[config.mk]
export PLATFORM = sky130hd
export DESIGN_NAME = crop_scale_rgb565_to_int8
export DESIGN_NICKNAME = d
export VERILOG_FILES = /design/src/rtl/crsc_pkg.sv /design/src/rtl/crsc_ctrl.sv /design/src/rtl/crsc_datapath.sv /design/src/rtl/crop_scale_rgb565_to_int8.sv
export SDC_FILE = /design/constraint.sdc
export NUM_CORES = 1
export LEC_CHECK = 0
export ABC_AREA = 0
export BUFFER_PORTS_ARGS = -buffer_cell sky130_fd_sc_hd__buf_2
export CAP_MARGIN = 5
export CORE_UTILIZATION = 40
export CTS_CLUSTER_SIZE = 16
export DETAILED_ROUTE_END_ITERATION = 12
export PLACE_DENSITY_LB_ADDON = 0.12
export SLEW_MARGIN = 10
export SYNTH_ARGS = -nofsm -noshare
export SYNTH_HDL_FRONTEND = slang
export SYNTH_SLANG_ARGS = --single-unit
[constraint.sdc]
create_clock -name clk_i -period 7 [get_ports clk_i]
set_clock_uncertainty 0.1 [all_clocks]
set_input_delay 0.35 -clock clk_i [delete_from_list [all_inputs] [get_ports clk_i]]
set_output_delay 0.35 -clock clk_i [all_outputs]
set_load 0.02 [all_outputs]
[src/rtl/crsc_pkg.sv]
package crsc_pkg;

  // Field and register widths.
  localparam int unsigned ADDR_W     = 22;
  localparam int unsigned PIXEL_W    = 16;
  localparam int unsigned CHAN_W     = 8;
  localparam int unsigned CHIDX_W    = 2;
  localparam int unsigned CFG_DATA_W = 12;
  localparam int unsigned CFG_IDX_W  = 3;
  localparam int unsigned FRAME_W    = 12;  // frame_width, crop_width, crop_height
  localparam int unsigned OFS_W      = 11;  // crop_left, crop_top
  localparam int unsigned OUT_REG_W  = 9;   // out_width, out_height

  // Default limits.
  localparam int unsigned MAX_OUT_DIM_DEF   = 256;
  localparam int unsigned MAX_FRAME_DIM_DEF = 2048;

  // Register reset values.
  localparam int unsigned FRAME_W_RST = 320;
  localparam int unsigned CROP_W_RST  = 320;
  localparam int unsigned CROP_H_RST  = 240;
  localparam int unsigned OUT_W_RST   = 96;
  localparam int unsigned OUT_H_RST   = 96;

  // RGB565 unpacking.
  localparam logic [4:0]        RB_MASK   = 5'h1F;
  localparam logic [5:0]        G_MASK    = 6'h3F;
  localparam logic [CHAN_W-1:0] CHAN_BIAS = 8'd128;

  typedef enum logic [CFG_IDX_W-1:0] {
    REG_FRAME_WIDTH = 3'd0,
    REG_CROP_LEFT   = 3'd1,
    REG_CROP_TOP    = 3'd2,
    REG_CROP_WIDTH  = 3'd3,
    REG_CROP_HEIGHT = 3'd4,
    REG_OUT_WIDTH   = 3'd5,
    REG_OUT_HEIGHT  = 3'd6
  } reg_idx_e;

  typedef enum logic {
    REQ_START = 1'b0,
    REQ_PIXEL = 1'b1
  } req_type_e;

  typedef enum logic {
    KIND_ADDR = 1'b0,
    KIND_BYTE = 1'b1
  } kind_e;

  typedef enum logic [CHIDX_W-1:0] {
    CH_RED   = 2'd0,
    CH_GREEN = 2'd1,
    CH_BLUE  = 2'd2
  } chan_idx_e;

  typedef enum logic [1:0] {
    MUL_COL,
    MUL_ROW,
    MUL_ADDR
  } mul_sel_e;

  typedef enum logic [1:0] {
    OUT_ADDR,
    OUT_RED,
    OUT_GREEN,
    OUT_BLUE
  } out_sel_e;

  typedef enum logic [3:0] {
    S_IDLE,
    S_MUL_C,
    S_DIV_C,
    S_MUL_R,
    S_DIV_R,
    S_MUL_A,
    S_SEND_A,
    S_SEND_R,
    S_SEND_G,
    S_SEND_B
  } state_e;

  typedef struct packed {
    logic     start_img;
    logic     step_pix;
    mul_sel_e mul_sel;
    logic     div_load;
    logic     div_step;
    logic     sc_load;
    logic     prod_load;
    logic     out_load;
    out_sel_e out_sel;
  } cmd_t;

  typedef struct packed {
    logic busy;
    logic done;
    logic div_done;
    logic out_free;
  } status_t;

endpackage

[src/rtl/crsc_ctrl.sv]
module crsc_ctrl (
  input  logic              clk_i,
  input  logic              rst_ni,
  input  logic              in_valid_i,
  input  logic              req_type_i,
  output logic              in_stall_o,
  input  crsc_pkg::status_t status_i,
  output crsc_pkg::cmd_t    cmd_o
);
  import crsc_pkg::*;

  state_e state_q, state_d;
  logic   take;

  assign in_stall_o = (state_q != S_IDLE);
  assign take       = in_valid_i && (state_q == S_IDLE);

  always_ff @(posedge clk_i or negedge rst_ni) begin
    if (!rst_ni) begin
      state_q <= S_IDLE;
    end else begin
      state_q <= state_d;
    end
  end

  // next state
  always_comb begin
    state_d = state_q;
    case (state_q)
      S_IDLE: begin
        if (take && req_type_i == REQ_START) begin
          state_d = S_MUL_C;
        end else if (take && status_i.busy) begin
          state_d = S_SEND_R;
        end
      end
      S_MUL_C: state_d = S_DIV_C;
      S_DIV_C: begin
        if (status_i.div_done) state_d = S_MUL_R;
      end
      S_MUL_R: state_d = S_DIV_R;
      S_DIV_R: begin
        if (status_i.div_done) state_d = S_MUL_A;
      end
      S_MUL_A: state_d = S_SEND_A;
      S_SEND_A: begin
        if (status_i.out_free) state_d = S_IDLE;
      end
      S_SEND_R: begin
        if (status_i.out_free) state_d = S_SEND_G;
      end
      S_SEND_G: begin
        if (status_i.out_free) state_d = S_SEND_B;
      end
      S_SEND_B: begin
        if (status_i.out_free) state_d = status_i.done ? S_IDLE : S_MUL_C;
      end
      default: state_d = S_IDLE;
    endcase
  end

  // commands
  always_comb begin
    cmd_o           = '0;
    cmd_o.mul_sel   = MUL_COL;
    cmd_o.out_sel   = OUT_ADDR;
    cmd_o.start_img = take && (req_type_i == REQ_START);
    cmd_o.step_pix  = take && (req_type_i == REQ_PIXEL) && status_i.busy;
    case (state_q)
      S_MUL_C: begin
        cmd_o.mul_sel  = MUL_COL;
        cmd_o.div_load = 1'b1;
      end
      S_DIV_C, S_DIV_R: cmd_o.div_step = !status_i.div_done;
      S_MUL_R: begin
        cmd_o.sc_load  = 1'b1;
        cmd_o.mul_sel  = MUL_ROW;
        cmd_o.div_load = 1'b1;
      end
      S_MUL_A: begin
        cmd_o.mul_sel   = MUL_ADDR;
        cmd_o.prod_load = 1'b1;
      end
      S_SEND_A: begin
        cmd_o.out_sel  = OUT_ADDR;
        cmd_o.out_load = status_i.out_free;
      end
      S_SEND_R: begin
        cmd_o.out_sel  = OUT_RED;
        cmd_o.out_load = status_i.out_free;
      end
      S_SEND_G: begin
        cmd_o.out_sel  = OUT_GREEN;
        cmd_o.out_load = status_i.out_free;
      end
      S_SEND_B: begin
        cmd_o.out_sel  = OUT_BLUE;
        cmd_o.out_load = status_i.out_free;
      end
      default: ;
    endcase
  end

endmodule

[src/rtl/crsc_datapath.sv]
module crsc_datapath #(
  parameter int unsigned MAX_OUT_DIM   = crsc_pkg::MAX_OUT_DIM_DEF,
  parameter int unsigned MAX_FRAME_DIM = crsc_pkg::MAX_FRAME_DIM_DEF
) (
  input  logic                             clk_i,
  input  logic                             rst_ni,
  input  logic                             cfg_we_i,
  input  logic [crsc_pkg::CFG_IDX_W-1:0]   cfg_idx_i,
  input  logic [crsc_pkg::CFG_DATA_W-1:0]  cfg_data_i,
  input  logic [crsc_pkg::PIXEL_W-1:0]     pixel_i,
  input  crsc_pkg::cmd_t                   cmd_i,
  output crsc_pkg::status_t                status_o,
  output logic                             out_valid_o,
  input  logic                             out_stall_i,
  output logic                             kind_o,
  output logic [crsc_pkg::ADDR_W-1:0]      read_address_o,
  output logic signed [crsc_pkg::CHAN_W-1:0] channel_value_o,
  output logic [crsc_pkg::CHIDX_W-1:0]     channel_index_o,
  output logic                             last_o
);
  import crsc_pkg::*;

  // effective output size never exceeds the 9-bit register range
  localparam int unsigned EFF_MAX = (MAX_OUT_DIM < 511) ? MAX_OUT_DIM : 511;
  localparam int unsigned ODW     = $clog2(EFF_MAX + 1);
  localparam int unsigned CW      = (EFF_MAX > 1) ? $clog2(EFF_MAX) : 1;
  localparam int unsigned SCW     = FRAME_W + 1;
  localparam int unsigned PW      = SCW + FRAME_W;
  localparam int unsigned NW      = CW + FRAME_W;
  localparam int unsigned CNTW    = $clog2(NW + 1);
  localparam int unsigned SUMW    = ((PW > ADDR_W) ? PW : ADDR_W) + 1;

  function automatic logic [ODW-1:0] eff_out(input logic [OUT_REG_W-1:0] v);
    if (v == '0) return ODW'(1);
    if (32'(v) > 32'(MAX_OUT_DIM)) return ODW'(MAX_OUT_DIM);
    return ODW'(v);
  endfunction

  function automatic logic [FRAME_W-1:0] sat_frame(input logic [FRAME_W-1:0] v);
    if (32'(v) > 32'(MAX_FRAME_DIM)) return FRAME_W'(MAX_FRAME_DIM);
    return v;
  endfunction

  localparam logic [ODW-1:0] OW_RST = eff_out(OUT_REG_W'(OUT_W_RST));
  localparam logic [ODW-1:0] OH_RST = eff_out(OUT_REG_W'(OUT_H_RST));

  // configuration
  logic [FRAME_W-1:0] fw_q, cw_q, ch_q;
  logic [OFS_W-1:0]   cl_q, ct_q;
  logic [ODW-1:0]     ow_q, oh_q;

  always_ff @(posedge clk_i or negedge rst_ni) begin
    if (!rst_ni) begin
      fw_q <= FRAME_W'(FRAME_W_RST);
      cl_q <= '0;
      ct_q <= '0;
      cw_q <= FRAME_W'(CROP_W_RST);
      ch_q <= FRAME_W'(CROP_H_RST);
      ow_q <= OW_RST;
      oh_q <= OH_RST;
    end else if (cfg_we_i) begin
      case (cfg_idx_i)
        REG_FRAME_WIDTH: fw_q <= sat_frame(cfg_data_i[FRAME_W-1:0]);
        REG_CROP_LEFT:   cl_q <= cfg_data_i[OFS_W-1:0];
        REG_CROP_TOP:    ct_q <= cfg_data_i[OFS_W-1:0];
        REG_CROP_WIDTH:  cw_q <= sat_frame(cfg_data_i[FRAME_W-1:0]);
        REG_CROP_HEIGHT: ch_q <= sat_frame(cfg_data_i[FRAME_W-1:0]);
        REG_OUT_WIDTH:   ow_q <= eff_out(cfg_data_i[OUT_REG_W-1:0]);
        REG_OUT_HEIGHT:  oh_q <= eff_out(cfg_data_i[OUT_REG_W-1:0]);
        default: ;
      endcase
    end
  end

  // output coordinates
  logic [CW-1:0]      col_q, row_q;
  logic               busy_q, done_q;
  logic [PIXEL_W-1:0] pix_q;
  logic [CW:0]        col_inc, row_inc;
  logic               wrap, done;

  always_comb begin
    col_inc = (CW+1)'(col_q) + (CW+1)'(1);
    wrap    = col_inc >= (CW+1)'(ow_q);
    row_inc = (CW+1)'(row_q) + (CW+1)'(wrap);
    done    = row_inc >= (CW+1)'(oh_q);
  end

  always_ff @(posedge clk_i or negedge rst_ni) begin
    if (!rst_ni) begin
      col_q  <= '0;
      row_q  <= '0;
      busy_q <= 1'b0;
      done_q <= 1'b0;
    end else if (cmd_i.start_img) begin
      col_q  <= '0;
      row_q  <= '0;
      busy_q <= 1'b1;
    end else if (cmd_i.step_pix) begin
      done_q <= done;
      if (done) begin
        col_q  <= '0;
        row_q  <= '0;
        busy_q <= 1'b0;
      end else begin
        col_q <= wrap ? '0 : col_inc[CW-1:0];
        row_q <= row_inc[CW-1:0];
      end
    end
  end

  always_ff @(posedge clk_i) begin
    if (cmd_i.step_pix) pix_q <= pixel_i;
  end

  // shared multiplier and restoring divider (one quotient bit per cycle)
  logic [SCW-1:0]  quot_ext, sr, sc_q;
  logic [SCW-1:0]  mul_a;
  logic [FRAME_W-1:0] mul_b;
  logic [PW-1:0]   mul, prod_q;
  logic [NW-1:0]   num_q;
  logic [ODW-1:0]  rem_q, den_q;
  logic [CNTW-1:0] cnt_q;
  logic [ODW:0]    shifted, diff;
  logic            fits;

  assign quot_ext = SCW'(num_q[FRAME_W-1:0]);
  assign sr       = SCW'(ct_q) + quot_ext;

  always_comb begin
    case (cmd_i.mul_sel)
      MUL_COL: begin
        mul_a = SCW'(col_q);
        mul_b = cw_q;
      end
      MUL_ROW: begin
        mul_a = SCW'(row_q);
        mul_b = ch_q;
      end
      MUL_ADDR: begin
        mul_a = sr;
        mul_b = fw_q;
      end
      default: begin
        mul_a = '0;
        mul_b = '0;
      end
    endcase
    mul = PW'(mul_a) * PW'(mul_b);
  end

  assign shifted = {rem_q, num_q[NW-1]};
  assign fits    = shifted >= {1'b0, den_q};
  assign diff    = shifted - {1'b0, den_q};

  always_ff @(posedge clk_i or negedge rst_ni) begin
    if (!rst_ni) begin
      cnt_q <= '0;
    end else if (cmd_i.div_load) begin
      cnt_q <= CNTW'(NW);
    end else if (cmd_i.div_step) begin
      cnt_q <= cnt_q - CNTW'(1);
    end
  end

  always_ff @(posedge clk_i) begin
    if (cmd_i.div_load) begin
      num_q <= mul[NW-1:0];
      rem_q <= '0;
      den_q <= (cmd_i.mul_sel == MUL_ROW) ? oh_q : ow_q;
    end else if (cmd_i.div_step) begin
      num_q <= {num_q[NW-2:0], fits};
      rem_q <= fits ? diff[ODW-1:0] : shifted[ODW-1:0];
    end
    if (cmd_i.sc_load)   sc_q   <= SCW'(cl_q) + quot_ext;
    if (cmd_i.prod_load) prod_q <= mul;
  end

  // channel bytes
  logic [CHAN_W-1:0] red8, grn8, blu8;
  logic [SUMW-1:0]   addr_sum;

  assign red8     = {5'(pix_q >> 11) & RB_MASK, 3'b000} - CHAN_BIAS;
  assign grn8     = {6'(pix_q >> 5) & G_MASK, 2'b00} - CHAN_BIAS;
  assign blu8     = {5'(pix_q) & RB_MASK, 3'b000} - CHAN_BIAS;
  assign addr_sum = SUMW'(prod_q) + SUMW'(sc_q);

  // output register
  logic                out_valid_q, kind_q, last_q;
  logic [ADDR_W-1:0]   addr_q;
  logic [CHAN_W-1:0]   val_q;
  logic [CHIDX_W-1:0]  idx_q;

  always_ff @(posedge clk_i or negedge rst_ni) begin
    if (!rst_ni) begin
      out_valid_q <= 1'b0;
    end else if (cmd_i.out_load) begin
      out_valid_q <= 1'b1;
    end else if (!out_stall_i) begin
      out_valid_q <= 1'b0;
    end
  end

  always_ff @(posedge clk_i) begin
    if (cmd_i.out_load) begin
      case (cmd_i.out_sel)
        OUT_ADDR: begin
          kind_q <= KIND_ADDR;
          addr_q <= addr_sum[ADDR_W-1:0];
          val_q  <= '0;
          idx_q  <= CH_RED;
          last_q <= 1'b0;
        end
        OUT_RED: begin
          kind_q <= KIND_BYTE;
          addr_q <= '0;
          val_q  <= red8;
          idx_q  <= CH_RED;
          last_q <= 1'b0;
        end
        OUT_GREEN: begin
          kind_q <= KIND_BYTE;
          addr_q <= '0;
          val_q  <= grn8;
          idx_q  <= CH_GREEN;
          last_q <= 1'b0;
        end
        OUT_BLUE: begin
          kind_q <= KIND_BYTE;
          addr_q <= '0;
          val_q  <= blu8;
          idx_q  <= CH_BLUE;
          last_q <= done_q;
        end
        default: begin
          kind_q <= KIND_BYTE;
          addr_q <= '0;
          val_q  <= '0;
          idx_q  <= CH_RED;
          last_q <= 1'b0;
        end
      endcase
    end
  end

  assign out_valid_o     = out_valid_q;
  assign kind_o          = kind_q;
  assign read_address_o  = addr_q;
  assign channel_value_o = $signed(val_q);
  assign channel_index_o = idx_q;
  assign last_o          = last_q;

  assign status_o.busy     = busy_q;
  assign status_o.done     = done_q;
  assign status_o.div_done = (cnt_q == '0);
  assign status_o.out_free = !out_valid_q || !out_stall_i;

endmodule

[src/rtl/crop_scale_rgb565_to_int8.sv]
// Start request: column and row multiply/divide, address multiply, then the
// address request out. Pixel request: red, green and blue bytes, then the next
// address unless the image is done. The input stalls until the last is sent. While
// the output does not stall, the rate is set by the serial divider, one
// quotient bit a cycle, shared by the column and row quotients.
// Reset (async, active low): idle, coordinates zero, registers at defaults.
module crop_scale_rgb565_to_int8 #(
  parameter int unsigned MAX_OUT_DIM   = crsc_pkg::MAX_OUT_DIM_DEF,
  parameter int unsigned MAX_FRAME_DIM = crsc_pkg::MAX_FRAME_DIM_DEF
) (
  input  logic                               clk_i,
  input  logic                               rst_ni,
  // configuration
  input  logic                               cfg_we_i,
  input  logic [crsc_pkg::CFG_IDX_W-1:0]     cfg_idx_i,
  input  logic [crsc_pkg::CFG_DATA_W-1:0]    cfg_data_i,
  // input requests
  input  logic                               in_valid_i,
  output logic                               in_stall_o,
  input  logic                               req_type_i,
  input  logic [crsc_pkg::PIXEL_W-1:0]       pixel_i,
  // results
  output logic                               out_valid_o,
  input  logic                               out_stall_i,
  output logic                               kind_o,
  output logic [crsc_pkg::ADDR_W-1:0]        read_address_o,
  output logic signed [crsc_pkg::CHAN_W-1:0] channel_value_o,
  output logic [crsc_pkg::CHIDX_W-1:0]       channel_index_o,
  output logic                               last_o
);
  import crsc_pkg::*;

  cmd_t    cmd;
  status_t status;

  // Controller: walks multiply / divide / send steps for each request.
  crsc_ctrl u_ctrl (
    .clk_i      (clk_i),
    .rst_ni     (rst_ni),
    .in_valid_i (in_valid_i),
    .req_type_i (req_type_i),
    .in_stall_o (in_stall_o),
    .status_i   (status),
    .cmd_o      (cmd)
  );

  // Datapath: config registers, coordinates, shared multiplier, serial
  // divider and the output register that decouples the result side.
  crsc_datapath #(
    .MAX_OUT_DIM   (MAX_OUT_DIM),
    .MAX_FRAME_DIM (MAX_FRAME_DIM)
  ) u_datapath (
    .clk_i           (clk_i),
    .rst_ni          (rst_ni),
    .cfg_we_i        (cfg_we_i),
    .cfg_idx_i       (cfg_idx_i),
    .cfg_data_i      (cfg_data_i),
    .pixel_i         (pixel_i),
    .cmd_i           (cmd),
    .status_o        (status),
    .out_valid_o     (out_valid_o),
    .out_stall_i     (out_stall_i),
    .kind_o          (kind_o),
    .read_address_o  (read_address_o),
    .channel_value_o (channel_value_o),
    .channel_index_o (channel_index_o),
    .last_o          (last_o)
  );

  // A result is only loaded when the output slot is free or draining.
  a_load_free: assert property (@(posedge clk_i) disable iff (!rst_ni)
    cmd.out_load |-> status.out_free)
    else $error("output loaded over a pending result");

  // A start request always leads into the address computation.
  a_start_busy: assert property (@(posedge clk_i) disable iff (!rst_ni)
    in_valid_i && !in_stall_o && req_type_i == REQ_START |=> in_stall_o && status.busy)
    else $error("start request did not begin an image");

  // The divider is never stepped past its last quotient bit.
  a_div_bound: assert property (@(posedge clk_i) disable iff (!rst_ni)
    cmd.div_step |-> !status.div_done)
    else $error("divider stepped after completion");

  // The last flag only rides on a blue byte.
  a_last_blue: assert property (@(posedge clk_i) disable iff (!rst_ni)
    cmd.out_load && cmd.out_sel != OUT_BLUE |=> !last_o)
    else $error("last set on a non-blue result");

endmodule
Yosys cells after proc, flatten, opt, wreduce, memory -nomap -nowiden:

Index checks and enable logic that the tools add are counted.

* bits in registers: 227
* output and inout bits: 36
* logic and storage cells: 175

* $add $sub $neg: 10
* multipliers: 1
* order comparisons: 5
* equality and inequality tests: 28
* muxes and demuxes: 70
* bitwise logic cells: 2
* reduce and logical (&&, ||, !) cells: 34

Operators by type and width (count)
* $mux W9: 8
* $mux W8: 7
* $mux W12: 4
* $pmux W22 S2: 1
* $mux W20: 2
* $pmux W4 S10: 1
* $pmux W13 S3: 1
* $pmux W12 S3: 1
* $mux W4: 8
* $pmux W8 S4: 1
* $mux W1: 29
* $add A11 B12 Y13: 2
* $sub A8 B8 Y8 const B: 3
* $add A22 B13 Y22: 1
* $mul A13 B12 Y22: 1
* $ge A9 B9 Y1: 2
* $reduce_and A2 Y1: 9
* $eq A4 B3 Y1 const B: 4
* $ne A2 B1 Y1 const B: 7
* $gt A12 B12 Y1 const B: 1
* $pmux W3 S4: 1
* $ge A10 B9 Y1: 1
* $mux W5: 2
* $add A8 B1 Y9: 1
* 30 further kinds: 52

Depth between registers and ports, before layout:

Gate-level depths: netlist of run 1.

* depth after elaboration: 9
* gate-level depth with buffers: 29
* depth with buffers taken out: 28

Hierarchy:

Synthesis of run 1 repeated with hierarchy kept, for this count alone.

* cell total of the unflattened synthesis: 1637
* area, all modules: 16392.0 um^2

Modules (own cells, without submodules)
* crsc_datapath: times used 1, cells an instance 1583, area an instance 15987.8 um^2
* crsc_ctrl: times used 1, cells an instance 54, area an instance 404.1 um^2

Worst setup path after synthesis of run 1:

No wires, ideal clock.

* path kind: register to register
* from: register u_ctrl.state_q[2]
* to: register u_datapath.prod_q[21], data pin
* setup time: 0.269 ns
* arrival time: 6.841 ns
* data required time: 6.631 ns
* slack: -0.210 ns
* cell stages (with the launch flop): 26
* cells stage by stage: dfrtp_1 -> buf_6 -> nor2b_4 -> nand3b_4 -> inv_4 -> buf_2 -> clkbuf_1 -> nand2_1 -> nand2_1 -> nand2_1 -> fa_1 -> inv_1 -> fa_1 -> fa_1 -> fa_1 -> inv_1 -> fa_1 -> inv_1 -> ha_1 -> o21a_1 -> o21ai_1 -> o31ai_1 -> o41ai_2 -> o21a_1 -> o21ai_0 -> xor3_1

* cells in the longest elaborated chain, start to end: 5
* elaborated cells on any way between the ends: 9

Ends and longest elaborated chain
* start: declaration: RTL line crsc_ctrl.sv:12 `state_e state_q, state_d;`
* start signal: assignment: RTL line crsc_ctrl.sv:22 `state_q <= state_d;`
* $eq A4 B3 Y1 / $eq A4 B2 Y1 (equally long branches): RTL line crsc_ctrl.sv:69 `case (state_q)`
* $pmux W2 S2 (*): RTL line crsc_ctrl.sv:69
* $eq A2 B2 Y1, or another cell as far along: RTL line crsc_datapath.sv:131 `case (cmd_i.mul_sel)`
* $pmux W13 S3 / $pmux W12 S3 (equally long branches): RTL line crsc_datapath.sv:131
* $mul A13 B12 Y22 (*): RTL line crsc_datapath.sv:149 `mul = PW'(mul_a) * PW'(mul_b);`
* net u_datapath.mul[21]: RTL line crsc_datapath.sv:120 `logic [PW-1:0] mul, prod_q;`
* end signal: assignment: RTL line crsc_datapath.sv:176 `if (cmd_i.prod_load) prod_q <= mul;`
* end: declaration: RTL line crsc_datapath.sv:120

The timed path passes the listed nets; every way through them passes the cells marked *.
A chain may end at the register's enable or synchronous reset.

Worst setup path in the final report of run 1:

* from: register u_datapath.num_q[0]
* to: register u_datapath.num_q[18], data pin

* cells in the longest elaborated chain, start to end: 4

Ends and longest elaborated chain
* start: declaration: RTL line crsc_datapath.sv:121 `logic [NW-1:0] num_q;`
* start signal: assignment: RTL line crsc_datapath.sv:168 `num_q <= mul[NW-1:0];`
* start signal: assignment: RTL line crsc_datapath.sv:172 `num_q <= {num_q[NW-2:0], fits};`
* $add A11 B12 Y13: RTL line crsc_datapath.sv:128 `assign sr = SCW'(ct_q) + quot_ext;`
* $pmux W13 S3: RTL line crsc_datapath.sv:131
* $mul A13 B12 Y22: RTL line crsc_datapath.sv:149
* net u_datapath.mul[18]: RTL line crsc_datapath.sv:120
* $mux W20: RTL line crsc_datapath.sv:167 `if (cmd_i.div_load) begin`

The timed path passes the listed nets, and every way through them passes these cells.

==> flow_summary.yaml, run 1 <==
run_status:
  outcome: "completed"
finish:
  num_antenna_cells: 0
  layout.nets: 2083
  drive_gt1_share_pct: 17.85
  areaGrowthSynthToFinish_pct: 18.20
  fill_cells: 3792
  mostFrequentLayoutCell: "nand2_1"
  final_util_pct: 48.30
  mostFrequentLayoutCells: "nand2_1 (241), inv_1 (199), edfxtp_1 (112)"
  stdcell_count: 2363
pwr:
  ir_drop_v: 0.0001935
  cellPowerDensity_mw_per_mm2: 415.7
  p_total_mw: 8.032
  leakage_nw: 8.791
worst_setup_path:
  arrival_ns: 7.03
  rr_worst_depth: 29
  timing.critical_path.mode_cell: "inv_2"
  start_kind: "flip-flop"
  slowest_delay_ns: 0.53
  crit_path_end_kind: "flip-flop"
  crit_type: "reg2reg"
  crit_slowest_cell: "fa_1"
  crit_fanout: 4
  required_ns: 7.20
sta:
  fin_tns_setup_ns: 0
  worstMarginPinSlew_ns: 1.012
  timing_hold_violations_final: 0
  relSlewSlack_pct: 32.38
  fin_crit_sh_pct: 97.49
  grt_setup_unrepaired: "yes"
  period_needed_ns: 6.825
  maxSlewViolCount: 0
  clock.fmax_ghz: 0.1465
  setup_viol: 0
  finalWorstSetupSlack_ns: 0.1755
detailed_routing:
  ant_nets: 0
  route.vias.total: 12100
  avgViaCountPerCell: 5.122
  topRoutingLayerUsed: "met4"
  routed_wl_mm: 42.04
  route.met2.wl_mm: 18.32
  first_pass_iters: 5
  dr.first_iter.drc_count: 551
  drc: 0
  drt-met1-wl_mm: 20.73
  avgRoutedWirePerCell_um: 17.79
  route.met3.wl_mm: 1.989
yosys:
  ys_ff_latch: 225
  synthArstFlopShare_pct: 46.22
  mappedNetlistArea_sq_mm: 0.01635
  yosys_most_used_dff: "edfxtp_1"
  synth_edf_count: 112
  syn_inst: 1655
  synth.avg_cell_area_sq_um: 9.877
  ys_types: 80
  ys_seq_area_share_pct: 37.69
  ys_warn_count: 0
clock_tree:
  tritoncts: "yes"
  insertion_delay_ns: 0.56
  htreeDepth: 1
  clk_pin_slew_worst_paths_ns: 0.06
  cts.sinks: 225
  numCtsBuffers: 26
  cts_root_buf: "clkbuf_16"
  clockBufferDepth: 3
floorplan:
  num_rows: 73
  die_width_um: 204.2
  die_y_um: 204.2
  start_util_pct: 40.86
  dieArea_sq_mm: 0.04168
  io_pins: 73
  core_sq_mm: 0.04001
place:
  dp_hpwl_mm: 32.63
  place_congestion: 0.9186
  post-place-ws_ns: -0.05333
  port_buffers: 70
  dp_cells: 2281
global_routing:
  grt_max_degree: 58
  grt-ovfl-total: 0
  grt_pass1_wl_mm: 67.47
  grt_pass1_vias: 12390
  grt.total_usage_pct: 20.73
  antenna_found_initial: 1
flow_run:
  max-cap-violations: 0
hold_path:
  hp-class: "in2reg"
  hold_depth: 4
[metrics by stage]
stage / hold WS [ns] / cell area [sq um]
floorplan: -0.04559 / 16350
global placement: 0.3449 / 17880
detailed placement: 0.3501 / 17880
CTS: 0.008533 / 19000
global route: 0.04677 / 19320
finish: 0.04077 / 19320
[flip-flops by register name, indices dropped and copies added (netlist names), 8 cells and up]
register / flops
u_datapath.sc_q: 13
u_datapath.ow_q: 9
u_datapath.read_address_o: 22
u_datapath.den_q: 9
u_datapath.cl_q: 11
u_datapath.num_q: 20
u_datapath.cw_q: 12
u_datapath.col_q: 8
u_datapath.prod_q: 22
u_datapath.fw_q: 12
u_datapath.pix_q: 16
u_datapath.ch_q: 12
u_datapath.oh_q: 9
u_datapath.ct_q: 11
u_datapath.row_q: 8
u_datapath.rem_q: 9
[power by group]
group / total [mW] / internal, mW / switching, mW / leakage, nW
registers: 2.24 / 1.99 / 0.253 / 2.42
clock network: 1.37 / 0.799 / 0.571 / 0.400
logic: 4.42 / 1.87 / 2.56 / 5.97
total: 8.03 / 4.65 / 3.38 / 8.79
[worst paths after layout]
check	slack, ns	endpoint	start
worst max-delay path	0.18	u_datapath.num_q[18]	u_datapath.num_q[0]
worst min-delay path	0.04	u_datapath.busy_q	req_type_i
worst max register to register	0.18	u_datapath.num_q[18]	u_datapath.num_q[0]
worst min register to register	0.37	u_datapath.rem_q[8]	u_datapath.rem_q[8]
max in group asynchronous	5.29	u_datapath.ch_q[9]	rst_ni
min in group asynchronous	0.29	u_datapath.ow_q[8]	rst_ni
[area by class of cell]
cell class	count	area (sq um)	area share, %
clock buffer	34	680.7	3.523
sequential	225	6161	31.89
clock inverter	14	171.4	0.8872
tap	525	656.9	3.400
inverter	208	783.3	4.054
multi-input combinational	1163	9454	48.93
timing repair buffer	194	1414	7.318
[cell families after synthesis]
kind of cell               count (synthesis)  share of synthesized area (%)
and+or+nand+nor                          520                          14.74
DFF                                      225                          37.69
buffers and inverters                    268                          6.369
other                                      1                        0.02294
muxes                                     48                          3.246
AOI/OAI and AO/OA                        297                          11.60
adders and majority gates                228                          22.60
xor gates and xnor gates                  68                          3.735
[critical path, delay by kind of cell (launching register included)]
family	cells	cell delay, ns
flip-flops	1	0.39
XOR/XNOR	2	0.30
AO/OA/AOI/OAI	7	1.47
AND/OR/NAND/NOR	4	0.53
multiplexers	1	0.26
adder cells (fa/ha/maj)	8	2.98
buffers and inverters	7	0.53
[synthesized netlist by cell type (all sizes together), types with 6 or more instances]
cell,number,area (sq um)
xnor2,46,402.9
clkbuf,41,153.9
mux2,40,450.4
a21boi,8,60.06
ha,116,1451
nor3,20,100.1
a221o,8,80.08
a21o,20,151.4
fa,112,2242
a221oi,6,52.55
a22o,10,87.58
a31oi,7,43.79
and2,26,162.7
nor2,101,389.1
nand2,244,923.4
inv,208,783.3
o211ai,6,45.04
o21a,10,76.32
dfstp,12,315.3
mux2i,8,80.08
a21oi,57,285.3
a211oi,6,50.05
nor2b,20,142.6
edfxtp,112,3363
dfrtp,92,2302
nand3,29,145.1
o31ai,9,81.33
a22oi,12,90.09
nand2b,26,162.7
dfxtp,9,180.2
o21ai,112,560.5
or3,7,45.05
xor2,21,183.9
and3,22,137.6
buf,19,103.9
[routing by layer]
metal / GRT usage, % / vias to the layer above
li1: - / 5885
met1: 29.83 / 5886
met2: 32.75 / 272
met3: 2.806 / 61
met4: 5.330 / 0
met5: 0 / -
[what timing repair did]
action,in CTS,in global routing
endpoints found under the hold margin,67,0
hold buffers,21,0
buffers inserted,3,10
endpoints found under the setup margin,3,8
resized for setup,9,58
pin swaps,7,53
No activity file was read; power rests on OpenSTA's default activity.
==> inputs of run 2 (changes only) <==
--- a/config.mk
+++ b/config.mk
@@ -6,11 +6,11 @@
 export NUM_CORES = 1
 export LEC_CHECK = 0
 export ABC_AREA = 0
-export BUFFER_PORTS_ARGS = -buffer_cell sky130_fd_sc_hd__buf_2
 export CAP_MARGIN = 5
 export CORE_UTILIZATION = 40
 export CTS_CLUSTER_SIZE = 16
 export DETAILED_ROUTE_END_ITERATION = 12
+export DONT_BUFFER_PORTS = 1
 export PLACE_DENSITY_LB_ADDON = 0.12
 export SLEW_MARGIN = 10
 export SYNTH_ARGS = -nofsm -noshare
==> flow_summary.yaml, run 2 (synthesis gave the netlist of run 1 again) <==
detailed_routing:
  route.met2.wl_mm: 18.89
  topRoutingLayerUsed: "met4"
  drt-met1-wl_mm: 21.25
  ant_nets: 0
  avgRoutedWirePerCell_um: 18.50
  dr.first_iter.drc_count: 551
  avgViaCountPerCell: 5.146
  route.vias.total: 11940
  routed_wl_mm: 42.93
  route.met3.wl_mm: 1.919
  first_pass_iters: 5
  drc: 0
worst_setup_path:
  arrival_ns: 7.07
  crit_path_end_kind: "flip-flop"
  crit_slowest_cell: "fa_1"
  crit_fanout: 4
  crit_type: "reg2reg"
  slowest_delay_ns: 0.54
  timing.critical_path.mode_cell: "fa_1"
  required_ns: 7.22
  crit_buf_inv: 6
  worstSetupPathDepth: 28
  rr_worst_depth: 28
  start_kind: "flip-flop"
  crit_family: "adder cells"
finish:
  final_cell_area_sq_mm: 0.01913
  layout.nets: 2039
  mostFrequentLayoutCells: "nand2_1 (241), inv_1 (200), edfxtp_1 (112)"
  fill_cells: 3770
  final_util_pct: 47.81
  mostFrequentLayoutCell: "nand2_1"
  drive_gt1_share_pct: 14.99
  areaGrowthSynthToFinish_pct: 17.02
run_status:
  outcome: "completed"
floorplan:
  die_y_um: 204.2
  io_pins: 73
  core_sq_mm: 0.04001
  die_width_um: 204.2
  dieArea_sq_mm: 0.04168
  start_util_pct: 40.86
  num_rows: 73
sta:
  grt_setup_unrepaired: "yes"
  clock.fmax_ghz: 0.1459
  maxSlewViolCount: 0
  setup_viol: 0
  timing_hold_violations_final: 0
  period_needed_ns: 6.856
  fin_crit_sh_pct: 97.94
  fin_tns_setup_ns: 0
  worstMarginPinSlew_ns: 1.009
  relSlewSlack_pct: 32.58
clock_tree:
  insertion_delay_ns: 0.56
  clk_pin_slew_worst_paths_ns: 0.06
  cts.sinks: 225
  numCtsBuffers: 27
  tritoncts: "yes"
  clockBufferDepth: 3
  cts_root_buf: "clkbuf_16"
  htreeDepth: 1
place:
  port_buffers: 0
  place_congestion: 0.9195
  placed_cell_area_sq_mm: 0.01766
  dp_hpwl_mm: 32.70
global_routing:
  grt.total_usage_pct: 21.29
  grt_max_degree: 105
  grt-ovfl-total: 0
  grt_pass1_vias: 12210
  grt_pass1_wl_mm: 68.29
  antenna_found_initial: 2
pwr:
  p_sw_mw: 3.395
  p_total_mw: 8.012
  leakage_nw: 8.639
  pwr-share-clk_pct: 17.2
  cellPowerDensity_mw_per_mm2: 418.8
  ir_drop_v: 0.0002129
  switching_share_pct: 42.37
  pwr-share-comb_pct: 53.6
  p_int_mw: 4.617
  sequentialPowerShare_pct: 29.2
flow_run:
  max-cap-violations: 0
hold_path:
  hold_depth: 2
  hp-class: "in2reg"
run 2: cell types whose count changed in the layout (fill, tap and decap cells not counted), moves of 3 or more:
cell           change
buf_2             -69
clkbuf_1           -3
dlygate4sd3_1     +11
clkinv_2           +4
buf_4             +12
run 2: what timing repair did:
action | in CTS | in global routing
endpoints found under the setup margin | 2 | 7
pin swaps | 5 | 18
hold endpoints to repair | 196 | 0
gates resized for setup | 9 | 45
setup buffers | 1 | 6
hold buffers | 33 | 0
run 2: area by class of cell:
type                       count  area (sq um)  area share, %
multi-input combinational   1163          9374          49.01
sequential                   225          6161          32.21
timing repair buffer         149          1287          6.731
inverter                     208         783.3          4.095
clock buffer                  34         721.9          3.774
tap                          525         656.9          3.434
clock inverter                15         141.4         0.7391
antenna                        1         2.502        0.01308
run 2: power groups by stage:
stage | combinational (mW) | clock, mW | sequential [mW]
5_1_grt | 4.83 | 1.46 | 2.39
4_1_cts | 4.16 | 1.41 | 2.34
3_3_place_gp | 4.03 | 0 | 2.35
6_report | 4.29 | 1.38 | 2.34
2_1_floorplan | 2.76 | 0 | 2.25
3_5_place_dp | 4.08 | 0 | 2.36
run 2: metal layers:
| metal | track usage, % | vias up |
|---|---|---|
| met2 | 32.89 | 265 |
| li1 | - | 5817 |
| met4 | 4.957 | 0 |
| met5 | 0 | - |
| met1 | 31.40 | 5800 |
| met3 | 2.982 | 57 |
run 2: worst paths after layout:
path	startpoint	endpoint	slack, ns
worst max-delay path	u_datapath.num_q[1]	u_datapath.num_q[19]	0.14
worst min-delay path	cfg_data_i[8]	u_datapath.oh_q[0]	0.02
worst max register to register	u_datapath.num_q[1]	u_datapath.num_q[19]	0.14
worst min register to register	u_datapath.rem_q[8]	u_datapath.rem_q[8]	0.36
max in group asynchronous	rst_ni	u_ctrl.state_q[3]	5.99
min in group asynchronous	rst_ni	u_datapath.col_q[7]	0.31
run 2: stage by stage:
stage,hold WS [ns],cells,worst slack (ns)
2_1_floorplan,-0.04559,1656,0.1016
3_3_place_gp,-0.03846,2231,-0.01589
3_5_place_dp,-0.03820,2231,-0.1594
4_1_cts,0.006601,2314,0.008682
5_1_grt,0.01469,2319,-0.08496
6_report,0.01547,2320,0.1443
